**config.mk**
```make
export PLATFORM = sky130hd
export DESIGN_NAME = elf_ctrl
export DESIGN_NICKNAME = d
export VERILOG_FILES = /design/src/sv/elf_pkg.sv /design/src/sv/elf_ctrl.sv
export SDC_FILE = /design/constraint.sdc
export NUM_CORES = 1
export LEC_CHECK = 0
export BUFFER_PORTS_ARGS = -buffer_cell sky130_fd_sc_hd__buf_2
export CORE_AREA = 2 2 39 41
export DETAILED_ROUTE_END_ITERATION = 7
export DIE_AREA = 0 0 41 43
export SLEW_MARGIN = 20
export SYNTH_ARGS = -nofsm -noshare
export SYNTH_HDL_FRONTEND = slang
export SYNTH_SLANG_ARGS = --single-unit
```
**constraint.sdc**
```tcl
create_clock -name clk -period 1.85 [get_ports clk]
set_input_delay 0.0925 -clock clk [delete_from_list [all_inputs] [get_ports clk]]
set_output_delay 0.0925 -clock clk [all_outputs]
set_load 0.005 [all_outputs]
```
**src/sv/elf_pkg.sv**
```systemverilog
`timescale 1ns / 1ps
`default_nettype none
package elf_pkg;
  localparam int unsigned LV_W  = 32;
  localparam int unsigned SUM_W = 48;
  localparam int unsigned RET_W = 32;
  localparam int unsigned CFG_IDX_W = 3;
  localparam int unsigned CFG_DATA_W = 32;

  localparam logic [CFG_IDX_W-1:0] REG_OFFSET = 3'd0;
  localparam logic [CFG_IDX_W-1:0] REG_MAG    = 3'd1;
  localparam logic [CFG_IDX_W-1:0] REG_SIGN   = 3'd2;
  localparam logic [CFG_IDX_W-1:0] REG_PERS   = 3'd3;
  localparam logic [CFG_IDX_W-1:0] REG_START  = 3'd4;

  localparam longint LOG2E_Q30   = 64'sd1549082005;
  localparam longint LN2_Q30     = 64'sd744261118;
  localparam longint LN2PI_Q30   = 64'sd1973405474;
  localparam longint ABSMEAN_Q30 = 64'sd856722024;
  localparam longint ZLIM        = 64'sd2147483647;
  localparam longint SUM_MAX     = 64'sd140737488355327;
  localparam longint SUM_MIN     = -64'sd140737488355328;

  // datapath step commands
  typedef enum logic [3:0] {
    CMD_IDLE  = 4'd0,
    CMD_LOAD  = 4'd1,
    CMD_EXPY  = 4'd2,
    CMD_LUT   = 4'd3,
    CMD_INTRP = 4'd4,
    CMD_ZMUL  = 4'd5,
    CMD_ZSHF  = 4'd6,
    CMD_ACC   = 4'd7,
    CMD_UPD   = 4'd8
  } elf_cmd_t;

  typedef struct packed {
    elf_cmd_t cmd;
  } elf_ctl_t;

  typedef struct packed {
    logic busy;
  } elf_sts_t;
endpackage
`default_nettype wire

```
**src/sv/elf_ctrl.sv**
```systemverilog
`timescale 1ns / 1ps
`default_nettype none
module elf_ctrl (
  input  wire logic            clk,
  input  wire logic            rst_n,
  input  wire logic            in_valid,
  output logic                 in_ready,
  input  wire logic            res_free,
  output elf_pkg::elf_ctl_t    ctl
);
  import elf_pkg::*;

  typedef enum logic [8:0] {
    S_IDLE = 9'b000000001,
    S_EXPY = 9'b000000010,
    S_LUT  = 9'b000000100,
    S_INT  = 9'b000001000,
    S_ZMUL = 9'b000010000,
    S_ZSHF = 9'b000100000,
    S_ACC  = 9'b001000000,
    S_UPD  = 9'b010000000,
    S_WAIT = 9'b100000000
  } state_t;

  state_t state_r, state_nxt;

  assign in_ready = (state_r == S_IDLE);

  // sequence one sample through the datapath steps
  always_comb begin
    state_nxt = state_r;
    ctl.cmd = CMD_IDLE;
    unique case (state_r)
      S_IDLE: if (in_valid) begin ctl.cmd = CMD_LOAD; state_nxt = S_EXPY; end
      S_EXPY: begin ctl.cmd = CMD_EXPY; state_nxt = S_LUT; end
      S_LUT:  begin ctl.cmd = CMD_LUT; state_nxt = S_INT; end
      S_INT:  begin ctl.cmd = CMD_INTRP; state_nxt = S_ZMUL; end
      S_ZMUL: begin ctl.cmd = CMD_ZMUL; state_nxt = S_ZSHF; end
      S_ZSHF: begin ctl.cmd = CMD_ZSHF; state_nxt = S_ACC; end
      S_ACC:  begin ctl.cmd = CMD_ACC; state_nxt = S_WAIT; end
      S_WAIT: if (res_free) begin ctl.cmd = CMD_UPD; state_nxt = S_IDLE; end
      S_UPD:  state_nxt = S_IDLE;
      default: state_nxt = S_IDLE;
    endcase
  end

  always_ff @(posedge clk) begin
    if (!rst_n) state_r <= S_IDLE;
    else state_r <= state_nxt;
  end
endmodule
`default_nettype wire

```
==> flow_summary.json <==
{
  "antenna_cells": 0,
  "hp-class": "primary input to register",
  "synth_nets": 60,
  "crit_chain": "or4_4, or3_4, or3b_4, nand4_1, buf_2",
  "synth.most_common_cell": "dfxtp_1",
  "first_iter_violations": 5,
  "via_per_inst": 5.23,
  "grt_pass1_vias": 440,
  "syn_to_final_growth_pct": 37.9,
  "postPlaceCellArea_um2": 596,
  "finalPower_mw": 0.494,
  "violations": "negative setup slack",
  "largest_register": "state_r",
  "grt_overflow": 0,
  "reg.largest.list": "state_r: 8 flops",
  "synth.area.top_cells": "dfxtp_1 (34%), nand4b_1 (7.5%), xor2_1 (5.6%), nor2_1 (4.8%), nand3_1 (4.3%)",
  "ys_ff_latch": 8,
  "ys_top_cells_by_count": "dfxtp_1 (8), nor2_1 (6), nand3_1 (4), nand4b_1 (4), o21ai_0 (4)",
  "firstDrtPassIters": 4,
  "io_buffers": 8,
  "critical_path_class": "register to output port",
  "dp_slack_ns": -0.00196,
  "grt_usage_pct": 16.5,
  "fp.dieArea_um2": 1760,
  "antenna_found_initial": 0,
  "gp_congestion": 0.785,
  "dpl.hpwl_um": 844,
  "drc": 0,
  "critical-path-max-stage-delay_ns": 0.53,
  "maxCapViolCount": 0,
  "ys.flop_type": "dfxtp_1",
  "hold_violations": 0,
  "reg2reg_depth": 6,
  "place_inst": 88,
  "fin_skew_ns": 0.00222,
  "leakage_nw": 0.290,
  "vias": 492,
  "slew_viol_final": 0,
  "final_antenna_net_count": 0,
  "clockBufferDepth": 2,
  "start_util_pct": 33.9,
  "numClockSinks": 8,
  "grt_pass1_wl_um": 1840,
  "async_flop_share_pct": 0,
  "fin_nets": 84,
  "clock_latency_ns": 0.26,
  "cts_max_level": 1,
  "path_clk_slew_ns": 0.05,
  "postCtsHoldBufs": 0,
  "cp.required_ns": 1.76,
  "die_h_um": 43,
  "synth_edf_count": 0,
  "drive_above_1_share_pct": 38.5,
  "synth.avg_cell_area_um2": 8.38,
  "cp-start-kind": "register",
  "arrival_ns": 2.00,
  "coreArea_um2": 1380,
  "synth_warnings": 0,
  "fp.dieW_um": 41,
  "finalSetupTns_ns": -0.339,
  "yosysSeqAreaShare_pct": 34.1,
  "tritoncts": "done",
  "outcome": "finished with violations",
  "netlist_area_um2": 469,
  "io_pins": 9,
  "worstSetupEndpoint": "ctl[0]",
  "largest_reg_flops": 8,
  "ir_worst_vdd_v": 0.000334,
  "hold_slack_ns": 0.0477,
  "cpMaxStageDelayCell": "or4_4",
  "fin_cells": 94,
  "reg2reg_slack_ns": -0.09,
  "max_freq_ghz": 0.477,
  "ctsRootBufferMaster": "clkbuf_4",
  "yosys.area.top_type": "dfxtp_1",
  "netlist_instances": 56,
  "rsz0062_at_grt": "yes",
  "crit_path_end_kind": "output port",
  "synth_cell_types": 27,
  "fin_crit_sh_pct": 113,
  "wl_per_cell_um": 12.1,
  "final_area_um2": 647,
  "synth_top_area_share_pct": 34.1,
  "numCtsBuffers": 3,
  "setup_violations": 2,
  "r2r_end": "state_r[5]$_SDFFE_PN0P_",
  "max_slew_margin_pct": 75.4,
  "wl_um": 1130,
  "worst_slack_ns": -0.247,
  "critPathLaunch": "state_r[6]$_SDFFE_PN0P_",
  "fin_crit_ns": 2.10,
  "path_max_fanout": 2,
  "grt_max_degree": 8,
  "pwr_density_cell_nw_per_um2": 764,
  "rr_startpoint": "state_r[6]$_SDFFE_PN0P_",
  "tightest_slew_ns": 0.366,
  "num_rows": 14,
  "final_util_pct": 46.7
}
==> placed cells by master (no fill, tap or decap), types with 2 or more instances in the layout <==
master / instances
nand2_1: 3
xor2_1: 3
nand3_1: 4
buf_2: 8
nor4_2: 2
inv_1: 2
nand2b_1: 3
clkbuf_4: 3
nor2_1: 6
buf_4: 13
dfxtp_1: 8
o21ai_0: 4
nand4b_1: 4
==> critical path, delay by kind of cell, from the launching register on <==
kind / cells / cell delay, ns
buffers and inverters: 1 / 0.11
flip-flops: 1 / 0.30
AND/OR/NAND/NOR: 4 / 1.34
==> cell families after synthesis <==
logic type	after synthesis	synth area share [%]
AO/OA/AOI/OAI	9	12.3
XOR/XNOR	4	7.47
buffers and inverters	4	3.47
flip-flops	8	34.1
AND/OR/NAND/NOR	31	42.7
==> cell type report <==
type | instances | area (µm²)
Fill cell | 128 | 737
Multi-Input combinational cell | 44 | 299
Sequential cell | 8 | 160
Timing Repair Buffer | 21 | 138
Clock buffer | 3 | 22.5
Tap cell | 16 | 20.0
Inverter | 2 | 7.51
==> layer usage <==
| metal | vias to the layer above | GRT usage, % | share of wire [%] |
|---|---|---|---|
| met5 | - | 0 | 0 |
| met2 | 7 | 22.2 | 49 |
| li1 | 253 | - | - |
| met3 | 4 | 4.71 | 3.1 |
| met1 | 228 | 19.5 | 46 |
| met4 | 0 | 16.0 | 2.3 |
==> power by group <==
part	switching, mW	leakage (nW)	internal, mW
Combinational	0.0844	0.211	0.0854
Sequential	0.00580	0.0651	0.183
Clock	0.0612	0.0138	0.0743
==> how the worst min path moves through the flow <==
stage | slack [ns] | cells after the start | to | from
2_1_floorplan | 0.17 | 1 | state_r[0]$_SDFFE_PN1P_ | rst_n
3_3_place_gp | 0.31 | 2 | state_r[0]$_SDFFE_PN1P_ | rst_n
3_5_place_dp | 0.31 | 2 | state_r[0]$_SDFFE_PN1P_ | rst_n
4_1_cts | 0.04 | 2 | state_r[0]$_SDFFE_PN1P_ | rst_n
5_1_grt | 0.06 | 2 | state_r[0]$_SDFFE_PN1P_ | rst_n
6_report | 0.05 | 2 | state_r[0]$_SDFFE_PN1P_ | rst_n
==> what timing repair did <==
action,CTS,global route
pin swaps,1,0
buffers inserted,0,3
resized for setup,0,1
endpoints found under the setup margin,2,3
(Power assumes the default switching activity.)
